## config.mk

```make
export PLATFORM = sky130hd
export DESIGN_NAME = atilt_atan2
export DESIGN_NICKNAME = d
export VERILOG_FILES = /design/src/atilt_pkg.sv /design/src/atilt_atan2.sv
export SDC_FILE = /design/constraint.sdc
export NUM_CORES = 2
export LEC_CHECK = 0
export ABC_AREA = 1
export BUFFER_PORTS_ARGS = -buffer_cell sky130_fd_sc_hd__buf_2
export CAP_MARGIN = 15
export CELL_PAD_IN_SITES_DETAIL_PLACEMENT = 1
export CELL_PAD_IN_SITES_GLOBAL_PLACEMENT = 1
export CORE_ASPECT_RATIO = 1.75
export CORE_MARGIN = 1
export CORE_UTILIZATION = 40
export DETAILED_ROUTE_END_ITERATION = 6
export GPL_TIMING_DRIVEN = 0
export PLACE_DENSITY = 0.73
export RECOVER_POWER = 25
export SLEW_MARGIN = 40
export SYNTH_ARGS = -nofsm -noshare
export SYNTH_HDL_FRONTEND = slang
export SYNTH_SLANG_ARGS = --single-unit
export TNS_END_PERCENT = 5
```

## constraint.sdc

```tcl
create_clock -name clock -period 5.3 [get_ports clock]
set_input_delay 0.53 -clock clock [delete_from_list [all_inputs] [get_ports clock]]
set_output_delay 0.53 -clock clock [all_outputs]
set_load 0.01 [all_outputs]
```

## src/atilt_pkg.sv

```systemverilog
// atilt_pkg: constants, arctangent table and pipeline depths for the tilt angle core
// no dependencies; used by atilt_atan2 and accel_tilt_angles_core
package atilt_pkg;

   localparam int ATAN_TABLE_LOG2 = 3;
   localparam int TBL_LG    = (ATAN_TABLE_LOG2 == 4) ? 4 : 3;
   localparam int IDX_W     = TBL_LG + 1;
   localparam int TBL_LAST  = 1 << TBL_LG;
   localparam int FRAC_BITS = 16 - TBL_LG;
   localparam int FRAC_MASK = (1 << FRAC_BITS) - 1;
   localparam int PROD_W    = 16 + FRAC_BITS;

   // reciprocal of the fraction mask for the interpolation divide
   localparam int RECIP_SH  = 40;
   localparam int RECIP_W   = 41 - FRAC_BITS;
   localparam logic [63:0] RECIP_WIDE = (64'd1 << RECIP_SH) / FRAC_MASK;
   localparam logic [RECIP_W-1:0] RECIP = RECIP_WIDE[RECIP_W-1:0];

   localparam int SQRT_STEPS = 16;
   localparam int DIV_STEPS  = 16;
   // fold + divide steps + five interpolation stages
   localparam int ATAN_LAT   = 1 + DIV_STEPS + 5;
   // input, squares, sum, root steps, rounding
   localparam int FRONT_LAT  = 3 + SQRT_STEPS + 1;
   localparam int PIPE_LAT   = FRONT_LAT + ATAN_LAT;

   typedef logic [15:0] angle_type;

   // arctangent over 0..45 degrees scaled to 0..65535, clamped at the last entry
   function automatic logic [15:0] atan_tab(input logic [IDX_W-1:0] i);
      logic [15:0] v;
      v = 16'd65535;
      if (TBL_LG == 4) begin
         unique case (i)
            0:  v = 16'd0;
            1:  v = 16'd5211;
            2:  v = 16'd10381;
            3:  v = 16'd15473;
            4:  v = 16'd20451;
            5:  v = 16'd25284;
            6:  v = 16'd29949;
            7:  v = 16'd34427;
            8:  v = 16'd38703;
            9:  v = 16'd42771;
            10: v = 16'd46628;
            11: v = 16'd50274;
            12: v = 16'd53714;
            13: v = 16'd56953;
            14: v = 16'd60000;
            15: v = 16'd62864;
            default: v = 16'd65535;
         endcase
      end else begin
         unique case (i)
            0: v = 16'd0;
            1: v = 16'd10397;
            2: v = 16'd20480;
            3: v = 16'd29990;
            4: v = 16'd38753;
            5: v = 16'd46684;
            6: v = 16'd53773;
            7: v = 16'd60062;
            default: v = 16'd65535;
         endcase
      end
      return v;
   endfunction

endpackage

```

## src/atilt_atan2.sv

```systemverilog
// atilt_atan2: pipelined binary-angle atan2 from magnitudes and signs
// depends on atilt_pkg (table, divide and interpolation constants)
module atilt_atan2
   import atilt_pkg::*;
(
   input  logic      clock,
   input  logic      en,
   input  logic [15:0] a_mag,   // first argument magnitude
   input  logic      a_neg,
   input  logic [15:0] b_mag,   // second argument magnitude
   input  logic      b_neg,
   output angle_type angle
);

   typedef struct packed {
      logic zero;
      logic gt;
      logic a_neg;
      logic b_neg;
   } flag_type;

   // divide line: index 0 is the fold register
   logic [15:0] rem_ff [0:DIV_STEPS];
   logic [15:0] rem_in [0:DIV_STEPS];
   logic [15:0] nlo_ff [0:DIV_STEPS];
   logic [15:0] nlo_in [0:DIV_STEPS];
   logic [15:0] quo_ff [0:DIV_STEPS];
   logic [15:0] quo_in [0:DIV_STEPS];
   logic [15:0] den_ff [0:DIV_STEPS];
   logic [15:0] den_in [0:DIV_STEPS];
   flag_type    flg_ff [0:DIV_STEPS];
   flag_type    flg_in [0:DIV_STEPS];

   logic [15:0] small_c, large_c;
   logic [31:0] num_c;
   logic [16:0] shl_c [1:DIV_STEPS];

   // interpolation stages
   logic [15:0]          lo1_ff, lo1_in, dif1_ff, dif1_in;
   logic [FRAC_BITS-1:0] frc1_ff, frc1_in;
   flag_type             f1_ff, f2_ff, f3_ff, f4_ff;
   logic [15:0]          lo2_ff, lo3_ff, lo4_ff;
   logic [PROD_W-1:0]    p2_ff, p2_in, p3_ff;
   logic [15:0]          qe3_ff, qe3_in, qe4_ff;
   logic [PROD_W-1:0]    rr4_ff, rr4_in;
   logic [PROD_W+RECIP_W-1:0] recip_prod;
   logic [PROD_W+15:0]   back_prod;
   logic [IDX_W-1:0]     idx_c;
   logic [15:0]          hi_c;
   logic [15:0]          q5_c, a16_c, a_c;
   logic [13:0]          s14_c;
   logic [14:0]          s15_c;
   angle_type            angle_ff, angle_in;

   always_comb begin
      flg_in[0].zero  = (a_mag == 16'd0) && (b_mag == 16'd0);
      flg_in[0].gt    = b_mag > a_mag;
      flg_in[0].a_neg = a_neg;
      flg_in[0].b_neg = b_neg;
      small_c = flg_in[0].gt ? a_mag : b_mag;
      large_c = flg_in[0].gt ? b_mag : a_mag;
      num_c   = {small_c, 16'd0} - {16'd0, small_c};
      rem_in[0] = num_c[31:16];
      nlo_in[0] = num_c[15:0];
      quo_in[0] = 16'd0;
      den_in[0] = large_c;
      // one quotient bit per stage
      for (int k = 1; k <= DIV_STEPS; k++) begin
         shl_c[k] = {rem_ff[k-1], nlo_ff[k-1][15]};
         if (shl_c[k] >= {1'b0, den_ff[k-1]}) begin
            rem_in[k] = 16'(shl_c[k] - {1'b0, den_ff[k-1]});
            quo_in[k] = {quo_ff[k-1][14:0], 1'b1};
         end else begin
            rem_in[k] = shl_c[k][15:0];
            quo_in[k] = {quo_ff[k-1][14:0], 1'b0};
         end
         nlo_in[k] = {nlo_ff[k-1][14:0], 1'b0};
         den_in[k] = den_ff[k-1];
         flg_in[k] = flg_ff[k-1];
      end
   end

   always_ff @(posedge clock) begin
      if (en) begin
         for (int k = 0; k <= DIV_STEPS; k++) begin
            rem_ff[k] <= rem_in[k];
            nlo_ff[k] <= nlo_in[k];
            quo_ff[k] <= quo_in[k];
            den_ff[k] <= den_in[k];
            flg_ff[k] <= flg_in[k];
         end
      end
   end

   // table lookup, product, reciprocal estimate, remainder, final fold
   always_comb begin
      idx_c   = quo_ff[DIV_STEPS][15:FRAC_BITS];
      lo1_in  = atan_tab(idx_c);
      hi_c    = atan_tab(IDX_W'(idx_c + 1'b1));
      dif1_in = (hi_c >= lo1_in) ? 16'(hi_c - lo1_in) : 16'd0;
      frc1_in = quo_ff[DIV_STEPS][FRAC_BITS-1:0];

      p2_in = PROD_W'(dif1_ff) * PROD_W'(frc1_ff);

      recip_prod = (PROD_W+RECIP_W)'(p2_ff) * (PROD_W+RECIP_W)'(RECIP);
      qe3_in     = recip_prod[RECIP_SH +: 16];

      back_prod = (PROD_W+16)'(qe3_ff) * (PROD_W+16)'(FRAC_MASK);
      rr4_in    = PROD_W'((PROD_W+16)'(p3_ff) - back_prod);

      q5_c  = (rr4_ff >= PROD_W'(FRAC_MASK)) ? 16'(qe4_ff + 16'd1) : qe4_ff;
      a16_c = 16'(lo4_ff + q5_c);
      a_c   = f4_ff.gt ? {1'b0, a16_c[15:1]} : ~{1'b0, a16_c[15:1]};
      s14_c = a_c[15:2];
      s15_c = f4_ff.b_neg ? 15'(15'd32767 - {1'b0, s14_c}) : {1'b0, s14_c};
      if (f4_ff.zero)
         angle_in = '0;
      else if (f4_ff.a_neg)
         angle_in = 16'(-{1'b0, s15_c});
      else
         angle_in = {1'b0, s15_c};
   end

   always_ff @(posedge clock) begin
      if (en) begin
         lo1_ff   <= lo1_in;
         dif1_ff  <= dif1_in;
         frc1_ff  <= frc1_in;
         f1_ff    <= flg_ff[DIV_STEPS];
         p2_ff    <= p2_in;
         lo2_ff   <= lo1_ff;
         f2_ff    <= f1_ff;
         qe3_ff   <= qe3_in;
         p3_ff    <= p2_ff;
         lo3_ff   <= lo2_ff;
         f3_ff    <= f2_ff;
         qe4_ff   <= qe3_ff;
         rr4_ff   <= rr4_in;
         lo4_ff   <= lo3_ff;
         f4_ff    <= f3_ff;
         angle_ff <= angle_in;
      end
   end

   assign angle = angle_ff;

endmodule

```

After elaboration in Yosys (flattened, before gate mapping)
Memories as Yosys holds them, arrays and structs flattened. A register that Yosys moved wholly into a read port is not among the register bits.
Cells that the tools add are included.
Operators by class
  add/sub/neg operators: 24
  muxes and demuxes: 41
  $lt $le $gt $ge: 19
  shift operators: 0
  $mul: 3
  eq/ne operators: 0
  reductions and logical operators: 4
  div/mod/pow operators: 0
  bitwise operators: 2
Operators by type and width (number)
  $mux W16: 21
  $ge A17 B16 Y1: 16
  $sub A16 B16 Y16: 17
  $mul A29 B27 Y55 const B: 1
  $logic_not A16 Y1: 2
  $sub A32 B16 Y32: 1
  $mux W15: 2
  $ge A29 B13 Y1 const B: 1
  $mul A16 B13 Y29: 1
  $mul A16 B13 Y29 const B: 1
  $sub A29 B29 Y29: 1
  $mux W1: 18
  $add A16 B1 Y16 const B: 1
  $add A16 B16 Y16: 1
  $ge A16 B16 Y1: 1
  $gt A16 B16 Y1: 1
  $neg A15 Y16: 1
  $not A15 Y16: 1
  $sub A15 B14 Y15 const A: 1
  $add A3 B1 Y4 const B: 1
  $reduce_or A2 Y1: 1
  $logic_and A1 B1 Y1: 1
  $not A1 Y1: 1
Storage, ports and cells
  bits in writable memories: 1156
  bits of input ports: 36
  output and inout bits: 16
  ROM bits: 256
  register bits after elaboration: 240
  memories: 7
  latch bits: 0
  word-level logic and storage cells: 125
Memory list
  den_ff: depth 17, width 16, rd ports 16, clocked after memory_dff 0, write ports 17, RTL line atilt_atan2.sv:29  | logic [15:0] den_ff [0:DIV_STEPS];
  nlo_ff: depth 17, width 16, rd ports 16, clocked after memory_dff 0, write ports 17, RTL line atilt_atan2.sv:25  | logic [15:0] nlo_ff [0:DIV_STEPS];
  quo_ff: depth 17, width 16, rd ports 17, clocked after memory_dff 0, write ports 17, RTL line atilt_atan2.sv:27  | logic [15:0] quo_ff [0:DIV_STEPS];
  rem_ff: depth 17, width 16, rd ports 16, clocked after memory_dff 0, write ports 17, RTL line atilt_atan2.sv:23  | logic [15:0] rem_ff [0:DIV_STEPS];
  (no name shown): depth 8, width 16, rd ports 1, clocked after memory_dff 0, write ports 0, RTL line atilt_pkg.sv:54  | unique case (i)
  (no name shown): depth 8, width 16, rd ports 1, clocked after memory_dff 0, write ports 0, RTL line atilt_pkg.sv:54
  +1 memories

Longest topological paths before layout
  depth in word-level cells: 9
  mapped depth: 30
  gate-level depth less buffers: 28

Worst setup path after synthesis
OpenSTA, ideal clock, no wires.
  path kind: register to register
  start: register qe3_ff[6]
  end: register rr4_ff[25], data pin
  arrival: 5423 ps
  slack: -385 ps
  path buffers: 0
  library setup time: 262 ps
  required time: 5038 ps
  cell stages (with the launch flop): 22
  clock period less this slack: 5685 ps
  path through: edfxtp_1 > inv_1 > fa_1 > inv_1 > fa_1 > inv_1 > fa_1 > fa_1 > fa_1 > inv_1 > fa_1 > inv_1 > ha_1 > a21oi_1 > inv_1 > a31oi_1 > a21boi_1 > o21ai_0 > a21oi_1 > o21ai_2 > a21oi_1 > xor2_1
On the way
  word-level cells in the longest chain between the ends: 2
RTL lines
  from (decl): RTL line atilt_atan2.sv:44  | logic [15:0] qe3_ff, qe3_in, qe4_ff;
  from (signal assigned): RTL line atilt_atan2.sv:133  | qe3_ff <= qe3_in;
  $mul A16 B13 Y29: RTL line atilt_atan2.sv:108  | back_prod = (PROD_W+16)'(qe3_ff) * (PROD_W+16)'(FRAC_MASK);
  $sub A29 B29 Y29: RTL line atilt_atan2.sv:109  | rr4_in = PROD_W'((PROD_W+16)'(p3_ff) - back_prod);
  via rr4_in[25]: RTL line atilt_atan2.sv:45  | logic [PROD_W-1:0] rr4_ff, rr4_in;
  to (signal assigned): RTL line atilt_atan2.sv:138  | rr4_ff <= rr4_in;
  to (decl): RTL line atilt_atan2.sv:45
The timed path passes the listed nets, and every way through them passes these cells.
A chain may end at the register's enable or synchronous reset.

Worst setup path in the final report
  start: register qe3_ff[9]
  end: register rr4_ff[28], data pin
Same word-level chain as after synthesis.

==> impl_metrics.ini <==
[detailed_routing]
vias = 42411
wl_met2_mm = 102
top_layer_used = met4
dr.pass1.iters = 5
wl_per_cell_um = 19.7
dr_wl_met3_mm = 3.38
ant_nets = 0
via_per_inst = 5.02
routed_wl_mm = 167
met1_length_mm = 47.6
drt_iter0_markers = 1527
drc_errors = 0

[logic_synthesis]
synth_top_family_by_area = adder cells
ys_ff_latch = 1084
async_flop_share = 0
synth.area.top_cells = edfxtp_1 (50%), ha_1 (10%), fa_1 (9.8%)
synth_warnings = 0
synth_compound_area_frac = 0.0640
netlist_top_cells_count = nand2_1 (1130), edfxtp_1 (1084), inv_1 (1046)
syn_avg_cell_area_um2 = 10.9
synth-xor-area-share = 0.0437
muxShareOfSynthArea = 0
synth-main-ff-cell = edfxtp_1
synth.most_common_cell = nand2_1
synthCells = 5950
syn-num-nets = 6846
synth_edf_count = 1084
yosys.area_share.simple = 0.119
yosysUniqueCellTypes = 64
syn-cell-area_um2 = 64900
synth.top_cell.area_share = 0.502
yosysSeqAreaShare = 0.502
synth-adder-area-share = 0.203
yosysTopAreaCell = edfxtp_1

[cells_and_area]
instances_no_fill = 8442
fillers = 17390
nNetsFinal = 7080
drive_gt1_frac = 0.106
syn_to_final_growth_pct = 13.0
final_util = 0.455

[flow_run]
maxCapViolCount = 0

[global_route]
grt_use_total = 0.207
antenna_found_initial = 1
grt_pass1_vias = 48470
grt_pass1_wl_mm = 259
grt_overflow = 0
grt_max_degree = 117

[worst_setup_path]
cp_max_fo = 5
slowest_stage = fa_2
critPathRequiredTime_ns = 5.77
cpPeakStageDelay_ns = 0.56
crit_buf_inv = 4
crit_family = adder cells
crit-reg2reg-launch = qe3_ff[9]
worst-setup-path-type = reg2reg
critPathLaunchType = flop
r2r-end = rr4_ff[28]
r2r_slack_ns = -0.34
crit_arrival_ns = 6.11
worst_r2r_path_depth = 21
crit_chain = inv_2, fa_2, buf_6, fa_2, fa_1, fa_2, fa_1, inv_1, fa_1, inv_2, ha_4, nand2_4, o21a_1, o221ai_4, nand2_1, nand3_2, a31o_4, a21oi_2, nor2_1, nor2_1, xor2_1
endpoint_kind = flop

[sta]
period_minus_slack_ns = 5.64
max_freq_ghz = 0.177
finClkSkew_ns = 0.0636
slew_viol_final = 0
fin_setup_tns_ns = -2.98
tightestPinTransition_ns = 0.827
relSlewSlack = 0.447
min_period_over_period = 1.06
hold_viol_final = 0
finalSetupViolations = 16
grt_setup_unrepaired = true
setup_slack_ns = -0.339

[clocking]
clk_path_buf_depth = 3
clock_sinks = 1084
root_buffer = clkbuf_16
clk_pin_slew_ns = 0.08
numCtsBuffers = 105
cts_tree = yes
htreeDepth = 3
clkLatencyLatePin_ns = 0.74

[floorplanning]
core_um2 = 161000
dieArea_um2 = 164000
die_x_um = 306
start_util = 0.402
die_h_um = 535
pin_count = 52
rows = 195

[worst_hold_path]
hp-start = a_mag[6]
hold_class = in2reg
hold_end = den_ff[0][6]
hold_depth = 3

[placed_design]
pre_cts_slack_ns = -1.22
routabilityCongestion = 0.930
placedCellCount = 8183
hpwl_mm = 132
io_buffers = 51

[status]
status = finished with violations
failed_checks = negative setup slack
==> sequential cells by signal, summed over array words and instances, names as in the netlist, 16 cells and up <==
signal / cells
rr4_ff: 29
rem_ff: 256
angle: 16
dif1_ff: 16
p3_ff: 29
flg_ff: 68
den_ff: 256
qe4_ff: 16
qe3_ff: 16
nlo_ff: 136
quo_ff: 136
p2_ff: 29
==> layout make-up <==
cell class | instances | area (um^2) | share of cell area
multi-input cells | 3710 | 28700 | 0.391
well taps | 2167 | 2710 | 0.0370
diodes | 2 | 5.00 | 0.0000682
clock inverters | 67 | 916 | 0.0125
repair buffers | 137 | 1130 | 0.0155
inverters | 1057 | 3980 | 0.0543
flip-flops and latches | 1084 | 32600 | 0.444
plain buffers | 89 | 623 | 0.00850
clock buffers | 129 | 2760 | 0.0376
==> placed cells by master, fill, tap and decap left out, types with 19 or more instances in the layout <==
cell	netlist	final
a21oi_1	396	369
nand3_1	258	257
ha_1	542	517
edfxtp_1	1084	1084
buf_4	6	76
nand2_2	19	33
clkbuf_1	52	42
inv_1	1046	1009
buf_2	20	79
xnor2_1	122	122
nand2_4	20	28
fa_1	318	300
nand4_1	30	30
xor2_1	197	197
nor3_1	41	39
clkbuf_16	0	108
bufinv_16	0	19
nor2_1	261	260
o21ai_0	142	138
ha_4	0	24
o21ai_2	41	43
inv_2	10	42
nand2_1	1130	1108
a21oi_2	22	43
==> layer usage <==
layer	up-vias	global-route usage
li1	20218	-
met1	20997	0.159
met2	690	0.447
met3	506	0.0207
met4	0	0.153
met5	-	0
==> worst max-delay path by stage <==
stage,start,to,slack [ns],depth (start not counted)
3_5_place_dp,frc1_ff[5],p2_ff[28],-1.22,26
4_1_cts,qe3_ff[6],rr4_ff[28],-0.34,22
3_3_place_gp,en,den_ff[0][240],-13.84,1
6_report,qe3_ff[9],rr4_ff[28],-0.34,21
5_1_grt,qe3_ff[5],rr4_ff[28],-0.54,22
2_1_floorplan,dif1_ff[4],p2_ff[28],-0.02,29
==> repair_timing <==
action / CTS / global route
pin swaps: 111 / 30
hold buffers: 2 / 0
gates resized for setup: 135 / 42
setup buffers: 65 / 4
setup endpoints to repair: 35 / 30
cloned: 0 / 0
hold endpoints to repair: 2 / 0
==> per-stage QoR <==
stage               cell area [um^2]  hold WS (ns)
floorplan                      65100         0.400
global placement               68100         0.400
detailed placement             68500         0.405
CTS                            73200       0.00780
global route                   73300         0.138
finish                         73300         0.141
==> worst min-delay path: stages <==
cell and delay [ns]:
buf_2 0.13, nand2_1 0.06, o21ai_0 0.06
==> cells by family after synthesis <==
kind of cell | count (synthesis)
xor+xnor | 321
flops | 1084
buf+inv | 1156
fa+ha+maj | 860
simple gates | 1814
compound gates | 715
Power is left out: the tool's default activity adds up to more than one toggle a clock period on the data nets, which glitch-free logic cannot reach.
